==> config.mk <==
export PLATFORM = sky130hd
export DESIGN_NAME = json_string_escaper_utf8_check
export DESIGN_NICKNAME = d
export VERILOG_FILES = /design/src/rtl/jsesc_pkg.sv /design/src/rtl/json_string_escaper_utf8_check.sv
export SDC_FILE = /design/constraint.sdc
export NUM_CORES = 1
export LEC_CHECK = 0
export BUFFER_PORTS_ARGS = -buffer_cell sky130_fd_sc_hd__buf_2
export CAP_MARGIN = 20
export CORE_ASPECT_RATIO = 1.5
export CORE_MARGIN = 2
export CORE_UTILIZATION = 45
export CTS_BUF_LIST = sky130_fd_sc_hd__clkbuf_8
export DETAILED_ROUTE_END_ITERATION = 12
export PLACE_DENSITY = 0.74
export SLEW_MARGIN = 20
export SYNTH_ARGS = -nofsm -noshare
export SYNTH_HDL_FRONTEND = slang
export SYNTH_SLANG_ARGS = --single-unit
==> constraint.sdc <==
create_clock -name clk_i -period 8.6 [get_ports clk_i]
set_input_delay 0.86 -clock clk_i [delete_from_list [all_inputs] [get_ports clk_i]]
set_output_delay 0.86 -clock clk_i [all_outputs]
set_load 0.1 [all_outputs]
==> src/rtl/jsesc_pkg.sv <==
// Package for the JSON string escaper: beat types, mode codes and character constants.
package jsesc_pkg;

  localparam logic [1:0] MODE_DATA  = 2'd0;
  localparam logic [1:0] MODE_START = 2'd1;
  localparam logic [1:0] MODE_END   = 2'd2;

  localparam logic [7:0] CH_QUOTE     = 8'h22;
  localparam logic [7:0] CH_BACKSLASH = 8'h5c;
  localparam logic [7:0] CH_LOWER_U   = 8'h75;
  localparam logic [7:0] CH_ZERO      = 8'h30;
  localparam logic [7:0] CH_SPACE     = 8'h20;
  localparam logic [7:0] CH_BS        = 8'h08;
  localparam logic [7:0] CH_FF        = 8'h0c;
  localparam logic [7:0] CH_LF        = 8'h0a;
  localparam logic [7:0] CH_CR        = 8'h0d;
  localparam logic [7:0] CH_TAB       = 8'h09;

  localparam logic [7:0] LEAD_MIN     = 8'hc2;
  localparam logic [7:0] LEAD_TWO_MAX = 8'hdf;
  localparam logic [7:0] LEAD_THR_MAX = 8'hef;
  localparam logic [7:0] LEAD_MAX     = 8'hf4;
  localparam logic [7:0] LEAD_E0      = 8'he0;
  localparam logic [7:0] LEAD_ED      = 8'hed;
  localparam logic [7:0] LEAD_F0      = 8'hf0;
  localparam logic [7:0] LEAD_F4      = 8'hf4;
  localparam logic [7:0] CONT_MIN     = 8'h80;
  localparam logic [7:0] CONT_MAX     = 8'hbf;
  localparam logic [7:0] CONT_E0_MIN  = 8'ha0;
  localparam logic [7:0] CONT_ED_MAX  = 8'h9f;
  localparam logic [7:0] CONT_F0_MIN  = 8'h90;
  localparam logic [7:0] CONT_F4_MAX  = 8'h8f;

  localparam logic [2:0] HEX_LAST = 3'd5;

  typedef struct packed {
    logic [1:0] mode;
    logic [7:0] data_byte;
  } in_beat_t;

  typedef struct packed {
    logic [7:0] out_byte;
    logic       last_of_run;
  } out_beat_t;

  // Lowercase ASCII hex digit for one nibble.
  function automatic logic [7:0] hex_digit(input logic [3:0] nib);
    logic [7:0] r;
    if (nib < 4'd10) begin
      r = 8'h30 + {4'd0, nib};
    end else begin
      r = 8'h57 + {4'd0, nib};
    end
    return r;
  endfunction

endpackage

==> src/rtl/json_string_escaper_utf8_check.sv <==
// JSON string escaper with strict UTF-8 sequence checking, byte-serial sequencer.
//
//   channel | direction | handshake            | beat
//   in      | input     | in_valid_i/in_stall_o | in_beat_t  (mode, data_byte)
//   out     | output    | out_valid_o/out_stall_i | out_beat_t (out_byte, last_of_run)
//
// One output character is produced per cycle, while the output is not stalled, by
// a single character selector under a small sequencer; an input beat emits up to
// 24 characters, and its byte emits nothing when it ends up held as a new lead byte.
// A continuation byte that is only stored emits nothing.
// The input is stalled while a beat is being expanded; an output stall holds
// the sequencer. Reset clears the sequencer, the held-byte count and the output valid flag.
module json_string_escaper_utf8_check
  import jsesc_pkg::*;
(
  input  logic      clk_i,
  input  logic      rst_ni,
  input  logic      in_valid_i,
  output logic      in_stall_o,
  input  in_beat_t  in_data_i,
  output logic      out_valid_o,
  input  logic      out_stall_i,
  output out_beat_t out_data_o
);

  typedef enum logic [4:0] {
    ST_IDLE  = 5'b00001,
    ST_FLUSH = 5'b00010,
    ST_FRESH = 5'b00100,
    ST_COPY  = 5'b01000,
    ST_QUOTE = 5'b10000
  } state_e;

  state_e     state_q;
  logic [1:0] cnt_q;
  logic [2:0] exp_q;
  logic [1:0] idx_q;
  logic [2:0] char_q;
  logic       do_quote_q;
  logic       out_valid_q;
  logic [7:0] held_q [3];
  logic [7:0] byte_q;
  out_beat_t  out_q;

  logic       accept;
  logic       adv;
  logic [7:0] in_b;
  logic       cont_ok;
  logic       seq_done;
  logic [7:0] held_rd;
  logic [7:0] hex_src;
  logic [7:0] hex_char;
  logic       f_two;
  logic       f_lead;
  logic       f_hex;
  logic [7:0] f_sym;
  logic [2:0] lead_len;
  logic       flush_end;
  logic       emit;
  logic [7:0] char_d;
  logic       last_d;
  logic [7:0] lo;
  logic [7:0] hi;

  assign in_stall_o  = (state_q != ST_IDLE);
  assign accept      = in_valid_i && !in_stall_o;
  assign adv         = !out_valid_q || !out_stall_i;
  assign in_b        = in_data_i.data_byte;
  assign out_valid_o = out_valid_q;
  assign out_data_o  = out_q;

  // Strict range for the next continuation byte.
  always_comb begin
    lo = CONT_MIN;
    hi = CONT_MAX;
    if (cnt_q == 2'd1) begin
      case (held_q[0])
        LEAD_E0: lo = CONT_E0_MIN;
        LEAD_ED: hi = CONT_ED_MAX;
        LEAD_F0: lo = CONT_F0_MIN;
        LEAD_F4: hi = CONT_F4_MAX;
        default: ;
      endcase
    end
  end
  assign cont_ok  = (in_b >= lo) && (in_b <= hi);
  assign seq_done = ({1'b0, cnt_q} + 3'd1) >= exp_q;

  always_comb begin
    case (idx_q)
      2'd0:    held_rd = held_q[0];
      2'd1:    held_rd = held_q[1];
      default: held_rd = held_q[2];
    endcase
  end

  // Classify the latched byte as handled on its own.
  always_comb begin
    f_two = 1'b1;
    f_sym = byte_q;
    case (byte_q)
      CH_QUOTE:     f_sym = CH_QUOTE;
      CH_BACKSLASH: f_sym = CH_BACKSLASH;
      CH_BS:        f_sym = 8'h62;
      CH_FF:        f_sym = 8'h66;
      CH_LF:        f_sym = 8'h6e;
      CH_CR:        f_sym = 8'h72;
      CH_TAB:       f_sym = 8'h74;
      default:      f_two = 1'b0;
    endcase
  end
  assign f_lead   = (byte_q >= LEAD_MIN) && (byte_q <= LEAD_MAX);
  assign f_hex    = !f_two && !f_lead && ((byte_q < CH_SPACE) || (byte_q >= CONT_MIN));
  assign lead_len = (byte_q <= LEAD_TWO_MAX) ? 3'd2 : ((byte_q <= LEAD_THR_MAX) ? 3'd3 : 3'd4);

  // Shared \u00xx character generator.
  assign hex_src = (state_q == ST_FLUSH) ? held_rd : byte_q;
  always_comb begin
    case (char_q)
      3'd0:    hex_char = CH_BACKSLASH;
      3'd1:    hex_char = CH_LOWER_U;
      3'd2:    hex_char = CH_ZERO;
      3'd3:    hex_char = CH_ZERO;
      3'd4:    hex_char = hex_digit(hex_src[7:4]);
      default: hex_char = hex_digit(hex_src[3:0]);
    endcase
  end

  assign flush_end = (char_q == HEX_LAST) && (idx_q == (cnt_q - 2'd1));

  always_comb begin
    emit   = 1'b0;
    char_d = hex_char;
    last_d = 1'b0;
    case (state_q)
      ST_FLUSH: begin
        emit   = adv;
        last_d = flush_end && !do_quote_q && f_lead;
      end
      ST_FRESH: begin
        emit = adv && !f_lead;
        if (f_two) begin
          char_d = (char_q == 3'd0) ? CH_BACKSLASH : f_sym;
          last_d = (char_q != 3'd0);
        end else if (f_hex) begin
          last_d = (char_q == HEX_LAST);
        end else begin
          char_d = byte_q;
          last_d = 1'b1;
        end
      end
      ST_COPY: begin
        emit   = adv;
        char_d = (idx_q == cnt_q) ? byte_q : held_rd;
        last_d = (idx_q == cnt_q);
      end
      ST_QUOTE: begin
        emit   = adv;
        char_d = CH_QUOTE;
        last_d = 1'b1;
      end
      default: ;
    endcase
  end

  // The last flag of a flush is only set when the failing byte is a new lead
  // byte, which is held and emits nothing; otherwise its own output or the
  // closing quote ends the run.

  always_ff @(posedge clk_i or negedge rst_ni) begin
    if (!rst_ni) begin
      state_q     <= ST_IDLE;
      cnt_q       <= 2'd0;
      exp_q       <= 3'd0;
      idx_q       <= 2'd0;
      char_q      <= 3'd0;
      do_quote_q  <= 1'b0;
      out_valid_q <= 1'b0;
    end else begin
      if (out_valid_q && !out_stall_i) begin
        out_valid_q <= 1'b0;
      end
      if (emit) begin
        out_valid_q <= 1'b1;
      end
      case (state_q)
        ST_IDLE: begin
          idx_q  <= 2'd0;
          char_q <= 3'd0;
          if (accept) begin
            case (in_data_i.mode)
              MODE_DATA: begin
                if (cnt_q == 2'd0) begin
                  state_q <= ST_FRESH;
                end else if (!cont_ok) begin
                  do_quote_q <= 1'b0;
                  state_q    <= ST_FLUSH;
                end else if (seq_done) begin
                  state_q <= ST_COPY;
                end else begin
                  cnt_q <= cnt_q + 2'd1;
                end
              end
              MODE_START: begin
                cnt_q   <= 2'd0;
                exp_q   <= 3'd0;
                state_q <= ST_QUOTE;
              end
              MODE_END: begin
                if (cnt_q != 2'd0) begin
                  do_quote_q <= 1'b1;
                  state_q    <= ST_FLUSH;
                end else begin
                  state_q <= ST_QUOTE;
                end
              end
              default: ;
            endcase
          end
        end
        ST_FLUSH: begin
          if (adv) begin
            if (char_q == HEX_LAST) begin
              char_q <= 3'd0;
              if (flush_end) begin
                cnt_q   <= 2'd0;
                exp_q   <= 3'd0;
                state_q <= do_quote_q ? ST_QUOTE : ST_FRESH;
              end else begin
                idx_q <= idx_q + 2'd1;
              end
            end else begin
              char_q <= char_q + 3'd1;
            end
          end
        end
        ST_FRESH: begin
          if (f_lead) begin
            cnt_q   <= 2'd1;
            exp_q   <= lead_len;
            state_q <= ST_IDLE;
          end else if (adv) begin
            if (last_d) begin
              state_q <= ST_IDLE;
            end else begin
              char_q <= char_q + 3'd1;
            end
          end
        end
        ST_COPY: begin
          if (adv) begin
            if (idx_q == cnt_q) begin
              cnt_q   <= 2'd0;
              exp_q   <= 3'd0;
              state_q <= ST_IDLE;
            end else begin
              idx_q <= idx_q + 2'd1;
            end
          end
        end
        ST_QUOTE: begin
          if (adv) begin
            state_q <= ST_IDLE;
          end
        end
        default: state_q <= ST_IDLE;
      endcase
    end
  end

  // Payload registers carry no reset.
  always_ff @(posedge clk_i) begin
    if (accept) begin
      byte_q <= in_b;
      if (in_data_i.mode == MODE_DATA && cnt_q != 2'd0 && cont_ok && !seq_done) begin
        held_q[cnt_q] <= in_b;
      end
    end
    if (state_q == ST_FRESH && f_lead) begin
      held_q[0] <= byte_q;
    end
    if (emit) begin
      out_q.out_byte    <= char_d;
      out_q.last_of_run <= last_d;
    end
  end

`ifndef ASSERT_OFF
  a_held_fits: assert property (@(posedge clk_i) disable iff (!rst_ni)
    (cnt_q != 2'd0) |-> (exp_q >= 3'd2 && {1'b0, cnt_q} < exp_q))
    else $error("held count does not fit the expected sequence length");

  a_flush_has_bytes: assert property (@(posedge clk_i) disable iff (!rst_ni)
    (state_q == ST_FLUSH) |-> (cnt_q != 2'd0 && idx_q < cnt_q))
    else $error("flush walks past the held bytes");

  a_copy_index: assert property (@(posedge clk_i) disable iff (!rst_ni)
    (state_q == ST_COPY) |-> (idx_q <= cnt_q && cnt_q != 2'd0))
    else $error("copy index out of range");

  a_char_range: assert property (@(posedge clk_i) disable iff (!rst_ni)
    char_q <= HEX_LAST)
    else $error("character counter out of range");

  a_hold_out: assert property (@(posedge clk_i) disable iff (!rst_ni)
    (out_valid_q && out_stall_i) |=> (out_valid_q && $stable(out_q)))
    else $error("stalled output beat changed");
`endif

endmodule
==> results of run 1 <==
stage by stage:
step / area, um^2 / hold WS [ns] / setup slack (ns) / power, mW
finish: 4530 / 0.425 / 4.64 / 1.33
global route: 4530 / 0.450 / 4.36 / 1.42
CTS: 4530 / 0.424 / 4.69 / 1.33
detailed placement: 4340 / 0.511 / 4.70 / 1.08
global placement: 4340 / 0.493 / 4.90 / 1.07
floorplan: 4180 / 0.481 / 5.37 / 0.944
sequential cells by signal, summed over array words and instances, names as in the netlist:
| signal | cells |
|---|---|
| cnt_q | 2 |
| exp_q | 3 |
| state_q | 5 |
| held_q | 24 |
| do_quote_q | 1 |
| out_data_o | 9 |
| idx_q | 2 |
| char_q | 3 |
| byte_q | 8 |
| out_valid_o | 1 |
synth_stat cells (5+ instances only):
cell type,number
a21oi_1,33
a31oi_1,6
nor3_1,10
nand3_1,12
nand2_1,33
nand2b_1,5
edfxtp_1,41
mux2_2,10
buf_2,7
o21ai_1,10
o21ai_0,29
clkbuf_1,10
nor4_1,6
ha_1,22
nor2_1,43
mux2i_1,6
dfrtp_1,16
nor2b_1,10
a211oi_1,7
a22o_1,7
inv_1,27
power by group through the flow:
| stage | Combinational [mW] | Clock, mW | Sequential [mW] |
|---|---|---|---|
| 2_1_floorplan | 0.481 | 0 | 0.463 |
| 3_3_place_gp | 0.641 | 0 | 0.427 |
| 3_5_place_dp | 0.654 | 0 | 0.430 |
| 4_1_cts | 0.656 | 0.246 | 0.424 |
| 5_1_grt | 0.725 | 0.258 | 0.434 |
| 6_report | 0.664 | 0.241 | 0.426 |
cells in the final DEF, fill, tap and decap left out, drive strengths merged, types with 4 or more instances in the layout:
cell type / Yosys / final
o21bai: 4 / 4
o21a: 4 / 4
mux2i: 6 / 6
buf: 10 / 24
ha: 22 / 22
a22o: 7 / 7
nor2b: 10 / 10
dfrtp: 16 / 16
nand2b: 6 / 6
xnor2: 5 / 5
or2: 5 / 5
a31oi: 6 / 6
o31ai: 5 / 5
nor4: 6 / 6
mux2: 10 / 10
inv: 27 / 27
clkbuf: 10 / 9
o21ai: 41 / 41
nor2: 44 / 44
clkinv: 0 / 5
a21oi: 36 / 36
edfxtp: 41 / 41
nand2: 33 / 33
nor3: 13 / 13
and3: 4 / 4
a211oi: 7 / 7
nand3: 13 / 13
worst min-delay path by stage:
| stage | from | end | slack [ns] | cells after the start |
|---|---|---|---|---|
| finish | rst_ni | char_q[1] | 0.42 | 1 |
| detailed placement | exp_q[2] | exp_q[2] | 0.51 | 1 |
| CTS | rst_ni | char_q[1] | 0.42 | 1 |
| global route | rst_ni | state_q[4] | 0.45 | 1 |
| floorplan | exp_q[2] | exp_q[2] | 0.48 | 1 |
| global placement | exp_q[2] | exp_q[2] | 0.49 | 1 |
layer usage:
metal	vias up	GRT usage	part of all wire	routed length, um
met5	-	0	0	0
met4	0	0.176	0.069	755
met3	52	0.0437	0.038	423
met2	131	0.388	0.51	5640
met1	1734	0.250	0.38	4180
li1	1726	-	-	-
critical path: stages, from the launching register on:
cell and delay [ns]:
dfrtp_1 0.41, inv_1 0.15, ha_1 0.17, nand4_1 0.16, nor4_1 0.35, nand2_1 0.12
ha_1 0.32, a21oi_1 0.08, a2111o_1 0.51, nor3_2 0.34, nand2_1 0.12, nor3_1 0.84
cell families after synthesis:
kind of cell    synth area share
xor+xnor                  0.0123
fa+ha+maj                 0.0658
flops                      0.396
simple gates               0.197
compound gates             0.240
buf+inv                   0.0479
mux                       0.0413
cell type report:
type                            instances  area, um^2  share of cell area
Timing Repair Buffer                   24         120              0.0265
Inverter                               27         101              0.0224
Multi-Input combinational cell        345        2320               0.513
Clock inverter                          7        60.1              0.0133
Tap cell                              112         140              0.0309
Clock buffer                            9         124              0.0274
Sequential cell                        58        1660               0.366
==> run_results.csv, run 1 <==
group,metric,value,unit
outcome,status,"complete, no violations",
power_and_ir_drop,ir_drop,0.129,mV
yosys,yosys.area.top_type,"edfxtp_1",
drt,drt_iter0_drc,368,
critical_path,worstPathRequired,8.56,ns
cts,clockBufferDepth,2,
grt,antenna_found_initial,0,
yosys,yosys_warnings,0,
critical_path,rrSetupSlack,4.64,ns
cells_and_area,fin_cells,582,
drt,dr_total_vias,3643,
cts,clock_latency,0.35,ns
cts,numCtsBuffers,9,
cts,clk_pin_slew,0.07,ns
critical_path,critPathLaunch,"cnt_q[1]",
place,place.port_buffers,24,
drt,drtAntennaViolNets,0,
place,dp_hpwl,8610,um
floorplanning,core,9150,um^2
cts,clock_sinks,58,
yosys,synthCells,450,
place,dp.cells,566,
worst_hold_path,hold_path_class,"input port to async pin",
yosys,ys.flop_type,"edfxtp_1",
drt,wl_per_cell,18.9,um
cts,h-tree-depth,3,
power_and_ir_drop,cellPowerDensity,294,nW/um^2
cells_and_area,post-route-util,0.495,
critical_path,worstSetupEndpointType,"flip-flop",
timing,fin_setup_tns,0,ns
critical_path,setup.worst_path.end,"held_q[1][7]",
cts,post_cts_buffers,0,
timing,post-route-period-util,0.461,
power_and_ir_drop,power_frac_comb,0.499,
yosys,syn-num-nets,486,
floorplanning,ioPinCount,25,
timing,max-slew-margin-rel,0.271,
power_and_ir_drop,p_int,694,uW
cts,root_buffer,"clkbuf_8",
critical_path,reg2reg_depth,11,
floorplanning,row_count,43,
cells_and_area,fillers,896,
yosys,async_flop_share,0.293,
timing,fin_crit,3.96,ns
critical_path,critical_path_class,"flip-flop to flip-flop",
critical_path,cp-start-kind,"flip-flop",
power_and_ir_drop,p_leak,1.73,nW
yosys,ys_seq_area_frac,0.396,
floorplanning,die_w,82.7,um
cts,cts_resized,0,
drt,route.detailed.drc,0,
power_and_ir_drop,switching_share,0.479,
run,max_cap_viol_count,0,
critical_path,arrival,3.93,ns
timing,tightest_slew,1.08,ns
grt,grt_max_degree,24,
place,routabilityCongestion,0.974,
floorplanning,start_util,0.457,
power_and_ir_drop,switchingPower,637,uW
drt,drt-total-wl,11000,um
floorplanning,fp.dieH,122,um
timing,finalSetupViolCount,0,
cells_and_area,area_delta_synth_final,8.26,%
power_and_ir_drop,p_clk_frac,0.181,
drt,post_drt_via_cell_ratio,6.26,
cells_and_area,antenna_cells,0,
cells_and_area,layout-drive-gt1-share,0.157,
grt,grt_overflow_total,0,
timing,maxSlewViolCount,0,
cells_and_area,fin_nets,501,
timing,max_freq,252,MHz
critical_path,r2r-start,"cnt_q[1]",
timing,finalHoldViolations,0,
timing,fin_skew,0.00775,ns
floorplanning,die_area,10100,um^2
grt,grt_pass1_vias,3503,
yosys,synth_seq_cells,58,
yosys,synth_edf_count,41,
grt,grt_use_total,0.231,
yosys,ys_top_cells_by_area,"edfxtp_1, dfrtp_1, ha_1, a21oi_1, nor2_1",
critical_path,timing.rr.end,"held_q[1][7]",
drt,dr.pass1.iters,5,
timing,rsz0062_at_grt,"no",
yosys,ys_types,78,
power_and_ir_drop,seqPwrFrac,0.320,
yosys,yosysTopAreaCellShare,0.294,
cts,cts_tree,"done",
yosys,netlist_area,4180,um^2
grt,grt_pass1_wl,17200,um
yosys,syn_avg_cell_area,9.30,um^2
cts,cts_hold_buf,0,
critical_path,cp_max_fo,8,
No activity file was read; power rests on OpenSTA's default activity.
==> inputs of run 2 (changes only) <==
==> constraint.sdc (replaced) <==
create_clock -name clk_i -period 3.7 [get_ports clk_i]
set_input_delay 0.37 -clock clk_i [delete_from_list [all_inputs] [get_ports clk_i]]
set_output_delay 0.37 -clock clk_i [all_outputs]
set_load 0.1 [all_outputs]
==> run_results.csv, run 2 (synthesis gave the netlist of run 1 again) <==
group,metric,value,unit
cells_and_area,regArea,1660,um^2
floorplanning,row_count,43,
place,pre_cts_ws,0.175,ns
cells_and_area,antenna_cells,0,
timing,fin_setup_tns,0,ns
drt,post_drt_via_cell_ratio,6.29,
cts,clock_latency,0.35,ns
drt,dr.pass1.iters,6,
timing,fin_skew,0.00472,ns
critical_path,cp_max_fo,5,
timing,maxSlewViolCount,0,
drt,wl_per_cell,19.1,um
cts,clockBufferDepth,2,
critical_path,cp_slowest_cell,"a2111o_1",
drt,drtAntennaViolNets,0,
cells_and_area,largest_reg_flops,24,
grt,grt_overflow_total,0,
cts,cts_tree,"done",
cells_and_area,multiInputGateArea,2330,um^2
worst_hold_path,min_to,"byte_q[7]",
worst_hold_path,hold_path_class,"input port to flip-flop",
worst_hold_path,holdCritStartpoint,"in_data_i[7]",
critical_path,cp_cell_sequence,"inv_1 -> ha_1 -> nand4_1 -> nor4_2 -> nand2_1 -> ha_1 -> a21oi_1 -> a2111o_1 -> nor3_2 -> o21ai_0 -> nand4bb_1 -> mux2_2",
worst_hold_path,hold_depth,1,
drt,drt_iter0_drc,403,
drt,dr_total_vias,3702,
power_and_ir_drop,cellPowerDensity,677,nW/um^2
drt,drt-total-wl,11200,um
critical_path,timing.rr.end,"state_q[2]",
power_and_ir_drop,ir_drop,0.343,mV
timing,finalSetupViolCount,0,
critical_path,max_stage_delay,0.50,ns
floorplanning,core,9150,um^2
timing,finalHoldViolations,0,
grt,grt_use_total,0.236,
cells_and_area,final_common_cell,"nor2_1",
timing,fin_crit,3.45,ns
grt,antenna_found_initial,0,
cts,clk_pin_slew,0.06,ns
place,place.port_buffers,24,
critical_path,reg2reg_depth,12,
floorplanning,die_w,82.7,um
cells_and_area,layout_common_cells,"nor2_1, edfxtp_1, nand2_1, a21oi_1, o21ai_0",
cells_and_area,fin_nets,508,
critical_path,crit_top_cell,"ha_1",
timing,max_freq,290,MHz
critical_path,cp-start-kind,"flip-flop",
floorplanning,die_area,10100,um^2
run,max_cap_viol_count,0,
outcome,status,"complete, no violations",
timing,fin_ws,0.254,ns
cells_and_area,largest-register,"held_q",
cts,h-tree-depth,3,
timing,tightest_slew,0.785,ns
cts,numCtsBuffers,9,
critical_path,r2r-start,"cnt_q[1]",
grt,grt_pass1_wl,17900,um
cells_and_area,layout-drive-gt1-share,0.172,
timing,post-route-period-util,0.931,
cts,root_buffer,"clkbuf_8",
timing,max-slew-margin-rel,0.474,
critical_path,rrSetupSlack,0.25,ns
place,dp_hpwl,8640,um
floorplanning,start_util,0.457,
cells_and_area,final_cell_area,4590,um^2
place,placedInstanceArea,4390,um^2
floorplanning,fp.dieH,122,um
grt,grt_pass1_vias,3583,
cts,clock_sinks,58,
critical_path,critical_path_class,"flip-flop to flip-flop",
place,routabilityCongestion,1.01,
critical_path,crit_buf_inv,1,
critical_path,worstPathRequired,3.93,ns
critical_path,worstSetupEndpointType,"flip-flop",
cells_and_area,fillers,853,
drt,route.detailed.drc,0,
critical_path,cpLargestDelayFamily,"simple AND/OR/NAND/NOR gates",
critical_path,arrival,3.68,ns
timing,rsz0062_at_grt,"no",
floorplanning,ioPinCount,25,
grt,grt_max_degree,24,
cells_and_area,area_delta_synth_final,9.75,%
power_and_ir_drop,p_leak,1.77,nW
## run 2: layer usage
layer,vias up,share of wire,track usage
met5,-,0,0
met4,0,0.062,0.160
met3,49,0.044,0.0415
met2,148,0.52,0.405
met1,1752,0.38,0.257
li1,1753,-,-
## run 2: worst max-delay path by stage
stage	to	cells past startpoint	from
final	state_q[2]	12	cnt_q[1]
after global routing	state_q[2]	12	cnt_q[1]
after CTS	state_q[2]	12	cnt_q[1]
after detailed placement	state_q[2]	12	cnt_q[1]
after global placement	state_q[2]	12	cnt_q[1]
after floorplan	held_q[1][0]	11	cnt_q[1]
## run 2: power breakdown
part	internal (mW)	total, mW	switching (mW)
logic	0.495	1.56	1.07
registers	0.827	0.984	0.157
clock network	0.303	0.560	0.257
total	1.62	3.11	1.48
## run 2: metrics by stage
step	total power [mW]	hold WS, ns	instances	util
finish	3.11	0.237	589	0.502
global route	3.30	0.239	589	0.502
CTS	3.09	0.229	589	0.501
detailed placement	2.53	0.316	572	0.480
global placement	2.50	0.306	572	0.480
floorplan	2.20	0.0744	450	-
## run 2: layout make-up
type | instances | share of cell area
repair buffers | 31 | 0.0382
well taps | 112 | 0.0305
clock buffers | 9 | 0.0270
clock inverters | 7 | 0.0134
flip-flops and latches | 58 | 0.361
inverters | 27 | 0.0221
multi-input cells | 345 | 0.508
## run 2: timing repair
action	in CTS	in global routing
buffers inserted	0	0
gates resized for setup	0	1
hold endpoints to repair	16	0
endpoints found under the setup margin	0	1
hold buffers	1	0
## run 2: worst reg2reg max path, cell delays in order, from the launching register on
cell and delay [ns]:
dfrtp_1 0.42, inv_1 0.15, ha_1 0.17, nand4_1 0.19
nor4_2 0.32, nand2_1 0.10, ha_1 0.31, a21oi_1 0.06
a2111o_1 0.50, nor3_2 0.34, o21ai_0 0.18, nand4bb_1 0.25
mux2_2 0.36
==> inputs of run 3 (changes only) <==
--- a/config.mk
+++ b/config.mk
@@ -12,7 +12,7 @@
 export CORE_UTILIZATION = 45
 export CTS_BUF_LIST = sky130_fd_sc_hd__clkbuf_8
 export DETAILED_ROUTE_END_ITERATION = 12
-export PLACE_DENSITY = 0.74
+export PLACE_DENSITY = 0.76
 export SLEW_MARGIN = 20
 export SYNTH_ARGS = -nofsm -noshare
 export SYNTH_HDL_FRONTEND = slang
==> constraint.sdc (replaced) <==
create_clock -name clk_i -period 2.95 [get_ports clk_i]
set_input_delay 0.295 -clock clk_i [delete_from_list [all_inputs] [get_ports clk_i]]
set_output_delay 0.295 -clock clk_i [all_outputs]
set_load 0.1 [all_outputs]
==> run_results.csv, run 3 (synthesis gave the netlist of run 1 again) <==
group,metric,value,unit
cells_and_area,final_cell_area,4970,um^2
timing,fin_ws,-0.155,ns
timing,finalSetupViolCount,28,
critical_path,crit_buf_inv,2,
cts,h-tree-depth,3,
timing,fin_setup_tns,-2.42,ns
timing,finalHoldViolations,0,
grt,grt_max_degree,24,
critical_path,worstPathRequired,3.02,ns
cells_and_area,antenna_cells,0,
cts,clock_sinks,58,
power_and_ir_drop,cellPowerDensity,864,nW/um^2
grt,grt_overflow_total,0,
cells_and_area,fin_nets,535,
grt,grt_use_total,0.256,
cts,clk_pin_slew,0.06,ns
critical_path,max_stage_delay,0.45,ns
critical_path,cp-start-kind,"flip-flop",
cts,numCtsBuffers,9,
floorplanning,start_util,0.457,
cts,clock_latency,0.35,ns
timing,fin_skew,0.0102,ns
place,dp.cells,595,
grt,antenna_found_initial,0,
drt,dr_total_vias,3848,
timing,fin_crit,3.10,ns
worst_hold_path,hold_path_class,"input port to flip-flop",
cells_and_area,layout-drive-gt1-share,0.240,
cells_and_area,largest-register,"held_q",
cts,cts_tree,"done",
power_and_ir_drop,p_leak,1.96,nW
place,routabilityCongestion,0.932,
drt,drt_iter0_drc,480,
cts,clockBufferDepth,2,
timing,rsz0062_at_grt,"yes",
critical_path,worstSetupEndpointType,"flip-flop",
critical_path,critPathLaunch,"cnt_q[1]",
drt,route.detailed.drc,0,
critical_path,critical_path_depth,12,
drt,dr.pass1.iters,5,
run,max_cap_viol_count,0,
drt,wl_per_cell,19.2,um
timing,max_freq,322,MHz
cells_and_area,fin_cells,616,
place,placedInstanceArea,4630,um^2
critical_path,timing.rr.end,"held_q[1][4]",
floorplanning,die_w,82.7,um
critical_path,cp_cell_sequence,"inv_2 -> ha_4 -> nand4_1 -> nor4_4 -> nand2_1 -> ha_4 -> nand3_2 -> a2111o_1 -> nor3_4 -> nand2_2 -> nor3_4 -> buf_12",
floorplanning,ioPinCount,25,
critical_path,arrival,3.18,ns
place,place.port_buffers,24,
outcome,violations,"negative setup slack",
critical_path,r2r-start,"cnt_q[1]",
cts,root_buffer,"clkbuf_8",
critical_path,cp_max_fo,8,
place,dp_hpwl,9110,um
timing,max-slew-margin-rel,0.430,
critical_path,cpLargestDelayFamily,"simple AND/OR/NAND/NOR gates",
critical_path,cp_slowest_cell,"a2111o_1",
critical_path,setup.worst_path.end,"held_q[1][4]",
drt,drtAntennaViolNets,0,
critical_path,reg2reg_depth,12,
timing,post-route-period-util,1.05,
cells_and_area,final_common_cell,"nor2_1",
timing,tightest_slew,0.848,ns
critical_path,critical_path_class,"flip-flop to flip-flop",
floorplanning,fp.dieH,122,um
floorplanning,core,9150,um^2
drt,drt-total-wl,11800,um
power_and_ir_drop,ir_drop,0.370,mV
outcome,status,"finished with violations",
cells_and_area,post-route-util,0.543,
critical_path,rrSetupSlack,-0.15,ns
floorplanning,die_area,10100,um^2
grt,grt_pass1_wl,19400,um
cells_and_area,area_delta_synth_final,18.8,%
grt,grt_pass1_vias,3942,
timing,maxSlewViolCount,0,
timing,hold_ws,0.160,ns
floorplanning,row_count,43,
cells_and_area,largest_reg_flops,24,
drt,post_drt_via_cell_ratio,6.25,
cells_and_area,layout_common_cells,"nor2_1, edfxtp_1, nand2_1, a21oi_1, buf_4",
worst_hold_path,hold_depth,1,
## run 3: per-layer routing
metal | share of wire | wire, um | GRT usage
met4 | 0.066 | 776 | 0.174
met2 | 0.53 | 6280 | 0.443
met1 | 0.36 | 4310 | 0.276
met3 | 0.038 | 447 | 0.0444
met5 | 0 | 0 | 0
## run 3: layout make-up
type                            instances  area (um^2)
Fill cell                             834         4180
Sequential cell                        58         1660
Multi-Input combinational cell        345         2440
Inverter                               27          101
Tap cell                              112          140
Clock inverter                          7         85.1
Timing Repair Buffer                   58          419
Clock buffer                            9          124
## run 3: power by group
| part | leakage (nW) | internal, mW | switching, mW | total, mW |
|---|---|---|---|---|
| sequential | 0.596 | 1.04 | 0.156 | 1.19 |
| combinational | 1.26 | 0.786 | 1.53 | 2.32 |
| clock | 0.108 | 0.466 | 0.316 | 0.782 |
| total | 1.96 | 2.29 | 2.00 | 4.29 |
## run 3: how the worst min path moves through the flow
| stage | startpoint | endpoint | slack (ns) |
|---|---|---|---|
| after floorplan | rst_ni | char_q[0] | -0.0006 |
| after detailed placement | rst_ni | char_q[1] | 0.24 |
| after global routing | in_data_i[7] | byte_q[7] | 0.16 |
| final | in_data_i[4] | byte_q[4] | 0.16 |
| after CTS | in_data_i[1] | byte_q[1] | 0.15 |
| after global placement | rst_ni | char_q[1] | 0.23 |
## run 3: through the flow
step                      power, mW  worst slack (ns)
after floorplan                2.77          0.000860
after global placement         3.31           -0.0998
after detailed placement       3.38            -0.161
after CTS                      4.23            -0.114
after global routing           4.55            -0.284
final                          4.29            -0.155
## run 3: worst register-to-register path, stage by stage (launching register included)
cell and delay, ns:
dfrtp_1 0.38, inv_2 0.08, ha_4 0.12, nand4_1 0.21
nor4_4 0.24, nand2_1 0.14, ha_4 0.30, nand3_2 0.08
a2111o_1 0.45, nor3_4 0.28, nand2_2 0.14, nor3_4 0.26
buf_12 0.15
## run 3: what timing repair did
item	in CTS	in global routing
gates cloned	0	0
pin swaps	3	3
endpoints found under the hold margin	16	0
hold buffers	1	0
setup buffers	2	2
resized for setup	10	6
setup endpoints to repair	28	30
